File: src/sv/ps2mp_pkg.sv
// Shared types, constants and helpers for the PS/2 mouse pointer block.
// No dependencies; used by ps2_mouse_packet_to_pointer.
package ps2mp_pkg;

  // Position register width; the position saturates at 2^POS_WIDTH-1.
  localparam int POS_WIDTH = 12;
  localparam int SIZE_W    = 13;   // columns / rows register width
  localparam int PTR_W     = 12;   // pointer fields in a result
  localparam int STEP_W    = ((POS_WIDTH > SIZE_W) ? POS_WIDTH : SIZE_W) + 2;
  localparam logic [POS_WIDTH-1:0] POS_MAX = '1;

  // Motion arithmetic: accumulator + motion stays within +/-510.
  localparam int ACC_W     = 9;
  localparam int SUM_W     = 10;
  localparam int MAG_W     = 9;
  localparam int CELL_W    = 10;
  localparam int DIV_STEPS = MAG_W;
  localparam int CNT_W     = $clog2(DIV_STEPS);

  localparam int ADDR_W = 5;
  localparam int DATA_W = 32;

  // Bit positions in the first packet byte
  localparam int FLAG_LEFT   = 0;
  localparam int FLAG_RIGHT  = 1;
  localparam int FLAG_SYNC   = 3;
  localparam int FLAG_XSIGN  = 4;
  localparam int FLAG_YSIGN  = 5;
  localparam int FLAG_XOVF   = 6;
  localparam int FLAG_YOVF   = 7;

  localparam logic OP_DATA     = 1'b0;
  localparam logic OP_RECENTER = 1'b1;

  typedef enum logic [2:0] {
    REG_ENABLE      = 3'd0,
    REG_WHEEL_MODE  = 3'd1,
    REG_SENSITIVITY = 3'd2,
    REG_COLUMNS     = 3'd3,
    REG_ROWS        = 3'd4
  } reg_index_t;

  typedef enum logic [2:0] {
    EV_NONE       = 3'd0,
    EV_LEFT       = 3'd1,
    EV_RIGHT      = 3'd2,
    EV_WHEEL_UP   = 3'd3,
    EV_WHEEL_DOWN = 3'd4,
    EV_MOTION     = 3'd5
  } event_code_t;

  typedef enum logic [2:0] {
    ST_IDLE,
    ST_DECODE,
    ST_DIV_X,
    ST_DIV_Y,
    ST_STEP,
    ST_EMIT
  } state_t;

  typedef struct packed {
    logic       operation;
    logic [7:0] data_byte;
  } cmd_t;

  typedef struct packed {
    event_code_t        event_code;
    logic [PTR_W-1:0]   pointer_x;
    logic [PTR_W-1:0]   pointer_y;
    logic               left_button;
    logic               right_button;
    logic signed [7:0]  wheel_delta;
  } ptr_t;

  // Move a position by a signed cell count, clamp to the visible size and
  // to the position maximum.
  function automatic logic [POS_WIDTH-1:0] step_pos(
    input logic [POS_WIDTH-1:0]    pos,
    input logic signed [CELL_W-1:0] cells,
    input logic [SIZE_W-1:0]        size
  );
    logic signed [STEP_W-1:0] v;
    logic signed [STEP_W-1:0] top;
    logic signed [STEP_W-1:0] size_top;
    v        = $signed(STEP_W'(pos)) + STEP_W'(cells);
    top      = $signed(STEP_W'(POS_MAX));
    size_top = $signed(STEP_W'(size)) - $signed(STEP_W'(1));
    if (size != '0 && size_top < top) begin
      top = size_top;
    end
    if (v < $signed(STEP_W'(0))) begin
      v = '0;
    end
    if (v > top) begin
      v = top;
    end
    return v[POS_WIDTH-1:0];
  endfunction

  // Middle of an axis, saturated at the position maximum.
  function automatic logic [POS_WIDTH-1:0] center_of(input logic [SIZE_W-1:0] size);
    logic [STEP_W-1:0] c;
    c = STEP_W'(size >> 1);
    if (c > STEP_W'(POS_MAX)) begin
      c = STEP_W'(POS_MAX);
    end
    return c[POS_WIDTH-1:0];
  endfunction

endpackage

File: src/sv/ps2_mouse_packet_to_pointer.sv
// PS/2 mouse packet decoder that drives a cell-based text pointer.
// Depends on ps2mp_pkg (types, register indexes, clamp helpers).
//
// Usage: feed raw mouse bytes (operation 0) or a recenter request
// (operation 1) on the cmd channel. Bytes that do not complete a packet,
// recenters and bytes dropped while disabled are taken without a stall. The
// byte that completes a packet starts a sequencer: a decode step, then a
// single shared restoring divider divides the X and then the Y sum of
// accumulator and motion by the sensitivity, then a step that steps and
// clamps the position and one that loads the result register. A completing
// byte thus holds the cmd channel until the sequencer is idle again, also
// while the previous result waits on ptr_stall. Each completed packet gives
// one result on the ptr channel; the result register lets the next bytes be
// taken while that result waits. Configuration goes through the APB port at
// byte addresses 0 (enable), 4 (wheel_mode), 8 (sensitivity), 12 (columns)
// and 16 (rows); write it only while the block is idle.
module ps2_mouse_packet_to_pointer (
  input  logic                          clk,
  input  logic                          rst,
  // command channel
  input  logic                          cmd_valid,
  output logic                          cmd_stall,
  input  ps2mp_pkg::cmd_t               cmd,
  // result channel
  output logic                          ptr_valid,
  input  logic                          ptr_stall,
  output ps2mp_pkg::ptr_t               ptr,
  // configuration port
  input  logic                          psel,
  input  logic                          penable,
  input  logic                          pwrite,
  input  logic [ps2mp_pkg::ADDR_W-1:0]  paddr,
  input  logic [ps2mp_pkg::DATA_W-1:0]  pwdata,
  output logic [ps2mp_pkg::DATA_W-1:0]  prdata,
  output logic                          pready
);

  // ---------------------------------------------------------------------
  // Configuration registers
  // ---------------------------------------------------------------------
  logic                             enable;
  logic                             wheel_mode;
  logic [7:0]                       sensitivity;
  logic [ps2mp_pkg::SIZE_W-1:0]     columns;
  logic [ps2mp_pkg::SIZE_W-1:0]     rows;
  logic                             cfg_write;
  logic [2:0]                       cfg_index;

  assign pready    = 1'b1;
  assign cfg_write = psel && penable && pwrite && pready;
  assign cfg_index = paddr[4:2];

  always_ff @(posedge clk) begin
    if (rst) begin
      enable      <= 1'b0;
      wheel_mode  <= 1'b0;
      sensitivity <= 8'd4;
      columns     <= ps2mp_pkg::SIZE_W'(80);
      rows        <= ps2mp_pkg::SIZE_W'(25);
    end else if (cfg_write) begin
      case (cfg_index)
        ps2mp_pkg::REG_ENABLE:      enable      <= pwdata[0];
        ps2mp_pkg::REG_WHEEL_MODE:  wheel_mode  <= pwdata[0];
        ps2mp_pkg::REG_SENSITIVITY: sensitivity <= pwdata[7:0];
        ps2mp_pkg::REG_COLUMNS:     columns     <= pwdata[ps2mp_pkg::SIZE_W-1:0];
        ps2mp_pkg::REG_ROWS:        rows        <= pwdata[ps2mp_pkg::SIZE_W-1:0];
        default: ;
      endcase
    end
  end

  always_comb begin
    case (cfg_index)
      ps2mp_pkg::REG_ENABLE:      prdata = ps2mp_pkg::DATA_W'(enable);
      ps2mp_pkg::REG_WHEEL_MODE:  prdata = ps2mp_pkg::DATA_W'(wheel_mode);
      ps2mp_pkg::REG_SENSITIVITY: prdata = ps2mp_pkg::DATA_W'(sensitivity);
      ps2mp_pkg::REG_COLUMNS:     prdata = ps2mp_pkg::DATA_W'(columns);
      ps2mp_pkg::REG_ROWS:        prdata = ps2mp_pkg::DATA_W'(rows);
      default:                    prdata = '0;
    endcase
  end

  // ---------------------------------------------------------------------
  // Sequencer
  // ---------------------------------------------------------------------
  ps2mp_pkg::state_t state;
  ps2mp_pkg::state_t state_next;

  logic cmd_fire;
  logic recenter;
  logic take_byte;
  logic last_byte;
  logic packet_done;
  logic out_free;
  logic out_load;
  logic dividing;
  logic div_last;

  logic [1:0] byte_index;
  logic [1:0] last_index;

  assign cmd_fire    = cmd_valid && !cmd_stall;
  assign recenter    = cmd_fire && cmd.operation == ps2mp_pkg::OP_RECENTER;
  // Resync: while waiting for a first byte, drop bytes without the sync bit.
  assign take_byte   = cmd_fire && cmd.operation == ps2mp_pkg::OP_DATA && enable &&
                       !(byte_index == 2'd0 && !cmd.data_byte[ps2mp_pkg::FLAG_SYNC]);
  assign last_index  = wheel_mode ? 2'd3 : 2'd2;
  // An index past the packet length (mode changed mid-packet) also completes.
  assign last_byte   = byte_index >= last_index;
  assign packet_done = take_byte && last_byte;
  assign out_free    = !ptr_valid || !ptr_stall;

  always_comb begin
    state_next = state;
    case (state)
      ps2mp_pkg::ST_IDLE:   if (packet_done) state_next = ps2mp_pkg::ST_DECODE;
      ps2mp_pkg::ST_DECODE: state_next = ps2mp_pkg::ST_DIV_X;
      ps2mp_pkg::ST_DIV_X:  if (div_last) state_next = ps2mp_pkg::ST_DIV_Y;
      ps2mp_pkg::ST_DIV_Y:  if (div_last) state_next = ps2mp_pkg::ST_STEP;
      ps2mp_pkg::ST_STEP:   state_next = ps2mp_pkg::ST_EMIT;
      ps2mp_pkg::ST_EMIT:   if (out_free) state_next = ps2mp_pkg::ST_IDLE;
      default:              state_next = ps2mp_pkg::ST_IDLE;
    endcase
  end

  always_comb begin
    cmd_stall = 1'b1;
    dividing  = 1'b0;
    out_load  = 1'b0;
    case (state)
      ps2mp_pkg::ST_IDLE:  cmd_stall = 1'b0;
      ps2mp_pkg::ST_DIV_X: dividing  = 1'b1;
      ps2mp_pkg::ST_DIV_Y: dividing  = 1'b1;
      ps2mp_pkg::ST_EMIT:  out_load  = out_free;
      default: ;
    endcase
  end

  always_ff @(posedge clk) begin
    if (rst) begin
      state <= ps2mp_pkg::ST_IDLE;
    end else begin
      state <= state_next;
    end
  end

  // ---------------------------------------------------------------------
  // Packet assembly
  // ---------------------------------------------------------------------
  logic [7:0] packet_bytes [4];

  always_ff @(posedge clk) begin
    if (rst) begin
      byte_index <= 2'd0;
    end else if (take_byte) begin
      byte_index <= last_byte ? 2'd0 : byte_index + 2'd1;
    end
  end

  always_ff @(posedge clk) begin
    if (take_byte) begin
      packet_bytes[byte_index] <= cmd.data_byte;
    end
  end

  // ---------------------------------------------------------------------
  // Decode: sign-extend, drop motion on overflow, fold into accumulators
  // ---------------------------------------------------------------------
  logic [7:0]                              flags;
  logic signed [ps2mp_pkg::ACC_W-1:0]      dx;
  logic signed [ps2mp_pkg::ACC_W-1:0]      dy;
  logic signed [ps2mp_pkg::SUM_W-1:0]      sum_x;
  logic signed [ps2mp_pkg::SUM_W-1:0]      sum_y;
  logic signed [ps2mp_pkg::SUM_W-1:0]      abs_x;
  logic signed [ps2mp_pkg::SUM_W-1:0]      abs_y;
  logic signed [ps2mp_pkg::ACC_W-1:0]      accum_horizontal;
  logic signed [ps2mp_pkg::ACC_W-1:0]      accum_vertical;

  assign flags = packet_bytes[0];

  always_comb begin
    dx = $signed({flags[ps2mp_pkg::FLAG_XSIGN], packet_bytes[1]});
    dy = $signed({flags[ps2mp_pkg::FLAG_YSIGN], packet_bytes[2]});
    if (flags[ps2mp_pkg::FLAG_XOVF] || flags[ps2mp_pkg::FLAG_YOVF]) begin
      dx = '0;
      dy = '0;
    end
    // Y is inverted so that down is positive
    sum_x = ps2mp_pkg::SUM_W'(accum_horizontal) + ps2mp_pkg::SUM_W'(dx);
    sum_y = ps2mp_pkg::SUM_W'(accum_vertical) - ps2mp_pkg::SUM_W'(dy);
    abs_x = (sum_x < 0) ? -sum_x : sum_x;
    abs_y = (sum_y < 0) ? -sum_y : sum_y;
  end

  logic                              prev_left_level;
  logic                              prev_right_level;
  logic                              left_level;
  logic                              right_level;
  logic                              left_press;
  logic                              right_press;
  logic signed [7:0]                 wheel;
  logic                              y_neg;
  logic [ps2mp_pkg::MAG_W-1:0]       y_mag;

  always_ff @(posedge clk) begin
    if (rst) begin
      prev_left_level  <= 1'b0;
      prev_right_level <= 1'b0;
    end else if (state == ps2mp_pkg::ST_DECODE) begin
      prev_left_level  <= flags[ps2mp_pkg::FLAG_LEFT];
      prev_right_level <= flags[ps2mp_pkg::FLAG_RIGHT];
    end
  end

  always_ff @(posedge clk) begin
    if (state == ps2mp_pkg::ST_DECODE) begin
      left_level  <= flags[ps2mp_pkg::FLAG_LEFT];
      right_level <= flags[ps2mp_pkg::FLAG_RIGHT];
      left_press  <= flags[ps2mp_pkg::FLAG_LEFT] && !prev_left_level;
      right_press <= flags[ps2mp_pkg::FLAG_RIGHT] && !prev_right_level;
      wheel       <= wheel_mode ? $signed(packet_bytes[3]) : 8'sd0;
      y_neg       <= sum_y < 0;
      y_mag       <= abs_y[ps2mp_pkg::MAG_W-1:0];
    end
  end

  // ---------------------------------------------------------------------
  // Shared restoring divider: magnitude / sensitivity, one bit per cycle
  // ---------------------------------------------------------------------
  logic [7:0]                         sens_eff;
  logic [7:0]                         div_rem;
  logic [ps2mp_pkg::MAG_W-1:0]        div_quo;
  logic [ps2mp_pkg::CNT_W-1:0]        div_cnt;
  logic                               div_neg;
  logic [8:0]                         trial;
  logic [8:0]                         trial_diff;
  logic                               trial_ge;
  logic [7:0]                         rem_step;
  logic [ps2mp_pkg::MAG_W-1:0]        quo_step;
  logic signed [ps2mp_pkg::CELL_W-1:0] q_signed;
  logic signed [ps2mp_pkg::ACC_W-1:0]  r_signed;
  logic signed [ps2mp_pkg::CELL_W-1:0] cells_now;
  logic signed [ps2mp_pkg::ACC_W-1:0]  rem_now;

  // A zero sensitivity acts as one
  assign sens_eff   = (sensitivity == 8'd0) ? 8'd1 : sensitivity;
  assign trial      = {div_rem, div_quo[ps2mp_pkg::MAG_W-1]};
  assign trial_diff = trial - {1'b0, sens_eff};
  assign trial_ge   = trial >= {1'b0, sens_eff};
  assign rem_step   = trial_ge ? trial_diff[7:0] : trial[7:0];
  assign quo_step   = {div_quo[ps2mp_pkg::MAG_W-2:0], trial_ge};
  assign div_last   = div_cnt == ps2mp_pkg::CNT_W'(ps2mp_pkg::DIV_STEPS - 1);

  // Truncating division: quotient and remainder take the dividend's sign
  assign q_signed  = $signed({1'b0, quo_step});
  assign r_signed  = $signed({1'b0, rem_step});
  assign cells_now = div_neg ? -q_signed : q_signed;
  assign rem_now   = div_neg ? -r_signed : r_signed;

  always_ff @(posedge clk) begin
    if (state == ps2mp_pkg::ST_DECODE) begin
      div_rem <= '0;
      div_quo <= abs_x[ps2mp_pkg::MAG_W-1:0];
      div_neg <= sum_x < 0;
      div_cnt <= '0;
    end else if (dividing && div_last && state == ps2mp_pkg::ST_DIV_X) begin
      // hand the unit over to the Y axis
      div_rem <= '0;
      div_quo <= y_mag;
      div_neg <= y_neg;
      div_cnt <= '0;
    end else if (dividing) begin
      div_rem <= rem_step;
      div_quo <= quo_step;
      div_cnt <= div_cnt + ps2mp_pkg::CNT_W'(1);
    end
  end

  logic signed [ps2mp_pkg::CELL_W-1:0] cells_x;
  logic signed [ps2mp_pkg::CELL_W-1:0] cells_y;

  always_ff @(posedge clk) begin
    if (dividing && div_last) begin
      if (state == ps2mp_pkg::ST_DIV_X) begin
        cells_x <= cells_now;
      end else begin
        cells_y <= cells_now;
      end
    end
  end

  always_ff @(posedge clk) begin
    if (rst) begin
      accum_horizontal <= '0;
      accum_vertical   <= '0;
    end else if (dividing && div_last) begin
      if (state == ps2mp_pkg::ST_DIV_X) begin
        accum_horizontal <= rem_now;
      end else begin
        accum_vertical <= rem_now;
      end
    end
  end

  // ---------------------------------------------------------------------
  // Position update
  // ---------------------------------------------------------------------
  logic [ps2mp_pkg::POS_WIDTH-1:0] pos_x;
  logic [ps2mp_pkg::POS_WIDTH-1:0] pos_y;
  logic                            moved_now;
  logic                            moved;

  assign moved_now = cells_x != '0 || cells_y != '0;

  always_ff @(posedge clk) begin
    if (rst) begin
      pos_x <= '0;
      pos_y <= '0;
    end else if (recenter) begin
      pos_x <= ps2mp_pkg::center_of(columns);
      pos_y <= ps2mp_pkg::center_of(rows);
    end else if (state == ps2mp_pkg::ST_STEP && moved_now) begin
      // both axes are clamped whenever either one moves
      pos_x <= ps2mp_pkg::step_pos(pos_x, cells_x, columns);
      pos_y <= ps2mp_pkg::step_pos(pos_y, cells_y, rows);
    end
  end

  always_ff @(posedge clk) begin
    if (state == ps2mp_pkg::ST_STEP) begin
      moved <= moved_now;
    end
  end

  // ---------------------------------------------------------------------
  // Result register: one prioritized event per packet
  // ---------------------------------------------------------------------
  ps2mp_pkg::event_code_t code;

  always_comb begin
    if (left_press) begin
      code = ps2mp_pkg::EV_LEFT;
    end else if (right_press) begin
      code = ps2mp_pkg::EV_RIGHT;
    end else if (wheel < 0) begin
      code = ps2mp_pkg::EV_WHEEL_UP;
    end else if (wheel > 0) begin
      code = ps2mp_pkg::EV_WHEEL_DOWN;
    end else if (moved) begin
      code = ps2mp_pkg::EV_MOTION;
    end else begin
      code = ps2mp_pkg::EV_NONE;
    end
  end

  always_ff @(posedge clk) begin
    if (rst) begin
      ptr_valid <= 1'b0;
    end else if (out_load) begin
      ptr_valid <= 1'b1;
    end else if (ptr_valid && !ptr_stall) begin
      ptr_valid <= 1'b0;
    end
  end

  always_ff @(posedge clk) begin
    if (out_load) begin
      ptr.event_code   <= code;
      ptr.pointer_x    <= ps2mp_pkg::PTR_W'(pos_x);
      ptr.pointer_y    <= ps2mp_pkg::PTR_W'(pos_y);
      ptr.left_button  <= left_level;
      ptr.right_button <= right_level;
      ptr.wheel_delta  <= wheel;
    end
  end

  // ---------------------------------------------------------------------
  // Assertions
  // ---------------------------------------------------------------------
  a_load_from_emit: assert property (@(posedge clk) disable iff (rst)
    $rose(ptr_valid) |-> $past(state) == ps2mp_pkg::ST_EMIT)
    else $error("result loaded outside the emit step");

  a_hold_pending: assert property (@(posedge clk) disable iff (rst)
    state == ps2mp_pkg::ST_EMIT && ptr_valid && ptr_stall |=>
      state == ps2mp_pkg::ST_EMIT)
    else $error("emit step left while the previous result was pending");

  a_div_count: assert property (@(posedge clk) disable iff (rst)
    state == ps2mp_pkg::ST_DIV_X || state == ps2mp_pkg::ST_DIV_Y |->
      div_cnt <= ps2mp_pkg::CNT_W'(ps2mp_pkg::DIV_STEPS - 1))
    else $error("divider step count out of range");

  a_index_cleared: assert property (@(posedge clk) disable iff (rst)
    $rose(ptr_valid) |-> byte_index == 2'd0)
    else $error("result produced with a packet still in assembly");

endmodule
File: config.mk
export PLATFORM = sky130hd
export DESIGN_NAME = ps2_mouse_packet_to_pointer
export DESIGN_NICKNAME = d
export VERILOG_FILES = /design/src/sv/ps2mp_pkg.sv /design/src/sv/ps2_mouse_packet_to_pointer.sv
export SDC_FILE = /design/constraint.sdc
export NUM_CORES = 1
export LEC_CHECK = 0
export CORE_MARGIN = 5
export CORE_UTILIZATION = 25
export DETAILED_ROUTE_END_ITERATION = 16
export DONT_BUFFER_PORTS = 1
export GPL_TIMING_DRIVEN = 0
export REMOVE_ABC_BUFFERS = 1
export SLEW_MARGIN = 40
export SYNTH_ARGS = -nofsm -noshare
export SYNTH_HDL_FRONTEND = slang
export SYNTH_SLANG_ARGS = --single-unit
File: constraint.sdc
create_clock -name clk -period 4.2 [get_ports clk]
set_input_delay 0.42 -clock clk [delete_from_list [all_inputs] [get_ports clk]]
set_output_delay 0.42 -clock clk [all_outputs]
set_load 0.05 [all_outputs]
==> results.py, run 1 <==
metrics = {
    "route": {
        "via_per_inst": 4.95,
        "drt_iter0_markers": 685,
        "num_vias": 11000,
        "ant_nets": 0,
        "dr.pass1.iters": 5,
        "finalWirelength_mm": 38.2,
        "avgRoutedWirePerCell_microns": 17.1,
        "drc": 0,
    },
    "power": {
        "power_leakage_nw": 5.94,
        "ir_worst_vdd_mv": 0.294,
        "power.density_mw_per_mm2": 382,
        "p_total_w": 0.00616,
    },
    "placed_design": {
        "pre_cts_ws_ps": -887,
        "port_buffers": 0,
        "routabilityCongestion": 0.872,
        "dpl_cell_area_sq_mm": 0.0142,
        "place_hpwl_mm": 27.9,
    },
    "die": {
        "die-area_sq_mm": 0.0589,
        "coreArea_sq_mm": 0.0537,
        "floorplan.initialDensity": 0.252,
        "die_width_microns": 243,
        "io_pins": 125,
        "fp-row-count": 85,
        "fp.dieH_microns": 243,
    },
    "timing": {
        "maxSlewViolCount": 0,
        "fin_skew_ps": 13.7,
        "finalCriticalPeriod_ps": 4480,
        "setup_viol": 24,
        "fin_tns_setup_ps": -4340,
        "clock.fmax_ghz": 0.223,
        "min_period_over_period": 1.07,
        "rsz0062_at_grt": "true",
        "max_slew_margin": 0.461,
        "hold_viol": 0,
        "setup_slack_ps": -283,
        "tightestPinTransition_ps": 804,
    },
    "setup_path": {
        "start_kind": "flop",
        "critPathBufInv": 2,
        "cpPeakStageDelay_ps": 480,
        "critPathRequiredTime_ps": 4600,
        "crit_chain": "ha_2 -> fa_2 -> a21o_1 -> a21oi_2 -> o21bai_2 -> a2111oi_4 -> nor4b_4 -> o21a_1 -> o21ai_1 -> a21oi_1 -> mux2i_1 -> ha_1 -> nand4_1 -> nor2_2 -> nand4_1 -> nor2b_4 -> o2111ai_4 -> o21a_4 -> buf_12 -> nor2_4 -> buf_6 -> o311ai_1",
        "cp_common_cell": "nand4_1",
        "critPathKind": "reg2reg",
        "crit_family": "compound AO/OA/AOI/OAI gates",
        "cpMaxStageDelayCell": "a2111oi_4",
        "critPathMaxFanout": 5,
        "worstPathArrival_ps": 4880,
        "cp-end-kind": "flop",
    },
    "global_route": {
        "grt_overflow": 0,
        "antenna_found_initial": 0,
        "grt_pass1_wl_mm": 59.7,
        "grt_usage": 0.124,
        "grt_max_degree": 86,
        "grt_pass1_vias": 10800,
    },
    "cells_and_area": {
        "nNetsFinal": 1660,
        "synthToLayoutAreaGrowth_pct": 19.2,
        "design_area_sq_mm": 0.0161,
        "layout-drive-gt1-share": 0.134,
        "final_util": 0.300,
        "num_antenna_cells": 0,
    },
    "clock_network": {
        "cts_htree_levels": 1,
        "path_clk_slew_ps": 60,
        "clkLatencyLatePin_ps": 540,
        "cts_buffers": 25,
        "root_buffer": "clkbuf_16",
        "cts_num_sinks": 218,
        "clk_path_buf_depth": 3,
        "cts_tree": "yes",
    },
    "flow_run": {
        "maxCapViolCount": 0,
    },
    "logic_synthesis": {
        "async_flop_share": 0,
        "synth_edf_count": 120,
        "seq_area_frac_synth": 0.411,
        "synthMuxAreaShare": 0.0301,
        "syn_avg_cell_area_sq_um": 9.15,
        "synth_top_family_by_area": "simple AND/OR/NAND/NOR gates",
        "syn_area_sq_mm": 0.0135,
        "netlist_instances": 1478,
        "synth_seq_cells": 218,
        "ys.flop_type": "edfxtp_1",
        "synth_compound_area_frac": 0.158,
        "yosys.area_share.adder": 0.0886,
        "ys_warn_count": 0,
        "yosys.area_share.simple": 0.210,
        "ys_types": 78,
        "synthXorXnorAreaFrac": 0.0505,
    },
    "status": {
        "outcome": "finished, violations left",
        "violations": "setup timing",
    },
    "min_path": {
        "hold_class": "in2reg",
    },
}
==> cell usage after synthesis, types with 13 or more instances <==
| library cell | n | share of area |
|---|---|---|
| clkbuf_1 | 59 | 0.016 |
| nor2b_1 | 18 | 0.0083 |
| and2_1 | 51 | 0.024 |
| ha_1 | 87 | 0.080 |
| edfxtp_1 | 120 | 0.27 |
| or3_1 | 15 | 0.0069 |
| nor2_1 | 132 | 0.037 |
| a21o_1 | 30 | 0.017 |
| and3_1 | 19 | 0.0088 |
| a31oi_1 | 13 | 0.0060 |
| nand3b_1 | 13 | 0.0072 |
| nor3_1 | 38 | 0.014 |
| buf_4 | 21 | 0.012 |
| nor4_1 | 23 | 0.011 |
| dfxtp_1 | 98 | 0.15 |
| nand3_1 | 43 | 0.016 |
| a21oi_1 | 105 | 0.039 |
| nand2_1 | 150 | 0.042 |
| a211oi_1 | 23 | 0.013 |
| nand4_1 | 17 | 0.0079 |
| mux2i_1 | 35 | 0.026 |
| xor2_1 | 34 | 0.022 |
| xnor2_1 | 44 | 0.028 |
| o21ai_0 | 43 | 0.016 |
| inv_1 | 66 | 0.018 |
==> metal layers <==
layer,vias up,share of wire,global-route usage
li1,5397,-,-
met1,5281,0.41,0.146
met2,273,0.50,0.222
met3,85,0.048,0.0234
met4,0,0.043,0.0507
met5,-,0,0
==> flip-flops by register name (all words and copies together) (netlist names), 9 cells and up <==
register          cells
rows                 13
pos_y                12
y_mag                 9
packet_bytes         30
cells_y              10
accum_vertical        9
pos_x                12
cells_x              10
div_quo               9
accum_horizontal      9
ptr                  37
columns              13
==> through the flow <==
stage | std cells | hold WS (ps)
after floorplan | 1406 | 400
after global placement | 2102 | 403
after detailed placement | 2111 | 417
after CTS | 2210 | 1.89
after global routing | 2230 | 2.58
final | 2230 | 23.5
==> placed cells by master, fill, tap and decap left out, drive strengths merged, types with 19 or more instances in the layout <==
master       count
clkbuf          27
o21ai           46
and3            19
xnor2           44
and2            51
dlygate4sd3     22
nor4            23
a211oi          23
nand3           43
edfxtp         120
ha              87
xor2            34
conb            22
a21oi          106
nor3            38
a21o            30
buf             59
dfxtp           98
mux2i           35
nand2          150
inv             69
nor2           134
==> where the power goes <==
part	total, W	internal (W)	switching [W]
Combinational	0.00134	0.000547	0.000795
Sequential	0.00245	0.00235	0.000105
Clock	0.00236	0.00143	0.000934
Total	0.00616	0.00432	0.00183
==> path summary, 6_finish.rpt <==
kind / startpoint / end / slack (ps) / cells after the start
setup / recovery: cells_y[0] / pos_y[1] / -280 / 22
hold / removal: pwdata[11] / columns[11] / 20 / 2
hold reg to reg: right_level / ptr[8] / 430 / 0
setup reg to reg: cells_y[0] / pos_y[1] / -280 / 22
==> cell families after synthesis <==
logic type	after synthesis
fa+ha+maj	93
buf+inv	159
simple gates	568
compound gates	321
flops	218
mux	39
xor+xnor	78
other cells	2
==> timing repair <==
action | CTS | global route
cloned | 2 | 0
endpoints found under the setup margin | 36 | 30
hold buffers | 21 | 1
gates resized for setup | 72 | 21
pin swaps | 42 | 21
endpoints found under the hold margin | 55 | 1
buffers inserted | 30 | 19
==> layout make-up <==
| type | count | area, sq um |
|---|---|---|
| fill | 5476 | 37600 |
| multi-input combinational | 1122 | 7840 |
| sequential | 218 | 5570 |
| tap | 696 | 871 |
| timing repair buffer | 81 | 709 |
| clock buffer | 27 | 643 |
| inverter | 67 | 253 |
| clock inverter | 19 | 245 |
Note: power is estimated with default switching activity, not from simulation.
==> run 2, diff against run 1 <==
==> constraint.sdc (replaced) <==
create_clock -name clk -period 4 [get_ports clk]
set_input_delay 0.4 -clock clk [delete_from_list [all_inputs] [get_ports clk]]
set_output_delay 0.4 -clock clk [all_outputs]
set_load 0.05 [all_outputs]
==> run 2 against run 1 <==
The flow still finishes with violations (setup timing). Combinational power is 7% higher. Total power is 5.6% higher. Maximum frequency hardly changed. Hold slack worse by 5.3 ps. Global-route usage is 0.40 points higher. Clock power is 5% higher. Design area is 0.36% higher. Sequential cell count stayed put. Core utilization is 0.11 points higher.
==> results.py, run 2 (same netlist as run 1, synthesis figures left out) <==
metrics = {
    "clock_network": {
        "clk_path_buf_depth": 3,
        "clkLatencyLatePin_ps": 540,
        "cts_num_sinks": 218,
        "cts_htree_levels": 1,
        "path_clk_slew_ps": 60,
        "cts_tree": "yes",
        "cts_buffers": 25,
        "root_buffer": "clkbuf_16",
    },
    "cells_and_area": {
        "num_antenna_cells": 0,
        "final_cell_mix": "nand2_1 (148), nor2_1 (123), edfxtp_1 (120)",
        "final_common_cell": "nand2_1",
        "largest_reg_flops": 37,
        "final_cells": 2233,
        "synthToLayoutAreaGrowth_pct": 19.6,
        "design_area_sq_mm": 0.0162,
        "reg_top3": "ptr: 37 flops, packet_bytes: 30 flops",
        "top_register": "ptr",
        "fillers": 5469,
        "layout-drive-gt1-share": 0.139,
        "nNetsFinal": 1663,
    },
    "power": {
        "power.density_mw_per_mm2": 402,
        "p_total_w": 0.00650,
        "netSwitchingFraction": 0.301,
        "ir_worst_vdd_mv": 0.309,
        "power_leakage_nw": 5.96,
        "internal_power_w": 0.00454,
        "net-switching-power_w": 0.00196,
        "clkPwrFrac": 0.382,
        "power_frac_seq": 0.396,
        "p_comb_frac": 0.222,
    },
    "min_path": {
        "hold_class": "in2reg",
    },
    "timing": {
        "finalCriticalPeriod_ps": 4480,
        "tightestPinTransition_ps": 810,
        "max_slew_margin": 0.458,
        "hold_viol": 0,
        "maxSlewViolCount": 0,
        "setup_viol": 24,
        "fin_tns_setup_ps": -8890,
        "fin_skew_ps": 13.5,
        "min_period_over_period": 1.12,
        "rsz0062_at_grt": "true",
        "setup_slack_ps": -481,
        "clock.fmax_ghz": 0.223,
    },
    "die": {
        "die_width_microns": 243,
        "coreArea_sq_mm": 0.0537,
        "die-area_sq_mm": 0.0589,
        "fp.dieH_microns": 243,
        "io_pins": 125,
        "floorplan.initialDensity": 0.252,
        "fp-row-count": 85,
    },
    "placed_design": {
        "dp_cells": 2111,
        "place_hpwl_mm": 27.9,
        "dpl_cell_area_sq_mm": 0.0142,
        "pre_cts_ws_ps": -1090,
        "routabilityCongestion": 0.872,
        "port_buffers": 0,
    },
    "status": {
        "violations": "setup timing",
        "outcome": "finished, violations left",
    },
    "global_route": {
        "grt_pass1_wl_mm": 61.0,
        "grt_usage": 0.128,
        "grt_max_degree": 41,
        "antenna_found_initial": 2,
        "grt_pass1_vias": 10900,
        "grt_overflow": 0,
    },
    "setup_path": {
        "cp_common_cell": "nand4_1",
        "critPathMaxFanout": 5,
        "crit_chain": "ha_2 -> fa_2 -> a21o_1 -> a21oi_2 -> o21bai_2 -> a2111oi_4 -> nor4b_4 -> o21a_1 -> o21ai_1 -> a21oi_1 -> mux2i_1 -> ha_1 -> nand4_1 -> nor2_2 -> nand4_1 -> nor2b_4 -> o2111ai_4 -> o21a_4 -> buf_12 -> nor2_4 -> buf_6 -> o311ai_4",
        "critPathRequiredTime_ps": 4400,
        "cpPeakStageDelay_ps": 480,
        "cp-end-kind": "flop",
        "start_kind": "flop",
        "worstPathArrival_ps": 4890,
        "cpMaxStageDelayCell": "a2111oi_4",
        "critPathKind": "reg2reg",
    },
    "route": {
        "num_vias": 11100,
        "ant_nets": 0,
        "via_per_inst": 4.99,
        "drc": 0,
        "avgRoutedWirePerCell_microns": 17.7,
        "dr.pass1.iters": 5,
        "drt_iter0_markers": 701,
        "finalWirelength_mm": 39.5,
    },
    "flow_run": {
        "maxCapViolCount": 0,
    },
}
[run 2: cell type report]
cell class                 instances  area [sq um]  area share
tap                              696           871      0.0538
sequential                       218          5570       0.344
clock buffer                      27           643      0.0397
inverter                          67           253      0.0156
multi-input combinational       1122          7860       0.486
timing repair buffer              84           742      0.0458
clock inverter                    19           245      0.0152
[run 2: stage by stage]
step / util / hold WS, ps
after floorplan: - / 400
after global placement: 0.261 / 403
after detailed placement: 0.264 / 417
after CTS: 0.297 / 0.845
after global routing: 0.301 / 0.704
final: 0.301 / 18.2
[run 2: repair_timing]
action,CTS,global route
hold buffers,26,0
gates cloned,2,0
hold endpoints to repair,72,0
pin swaps,42,21
resized for setup,77,26
endpoints found under the setup margin,42,30
setup buffers,31,17
[run 2: metal layers]
metal | GRT usage | routed length (microns) | vias up
li1 | - | - | 5400
met4 | 0.0521 | 1580 | 0
met3 | 0.0246 | 2000 | 79
met5 | 0 | 0 | -
met2 | 0.229 | 19900 | 279
met1 | 0.151 | 16000 | 5374
[run 2: path summary, 6_finish.rpt]
kind / startpoint / depth (start not counted) / slack [ps] / endpoint
hold / removal: pwdata[0] / 2 / 20 / sensitivity[0]
hold reg to reg: right_level / 0 / 430 / ptr[8]
setup reg to reg: cells_y[0] / 22 / -480 / pos_y[10]
setup / recovery: cells_y[0] / 22 / -480 / pos_y[10]
[run 2: worst max-delay path, delay by kind of cell, from the launching register on]
kind	cells	cell delay (ps)
buffers and inverters	2	270
DFF	1	400
adders and majority gates	3	850
AOI/OAI and AO/OA	10	1830
and+or+nand+nor	6	860
muxes	1	130
[run 2: power groups by stage]
stage          clock (W)  combinational (W)  sequential, W
6_report         0.00248            0.00144        0.00258
5_1_grt          0.00263            0.00157        0.00259
3_3_place_gp           0            0.00115        0.00262
2_1_floorplan          0           0.000902        0.00258
4_1_cts          0.00254            0.00130        0.00257
3_5_place_dp           0            0.00118        0.00262
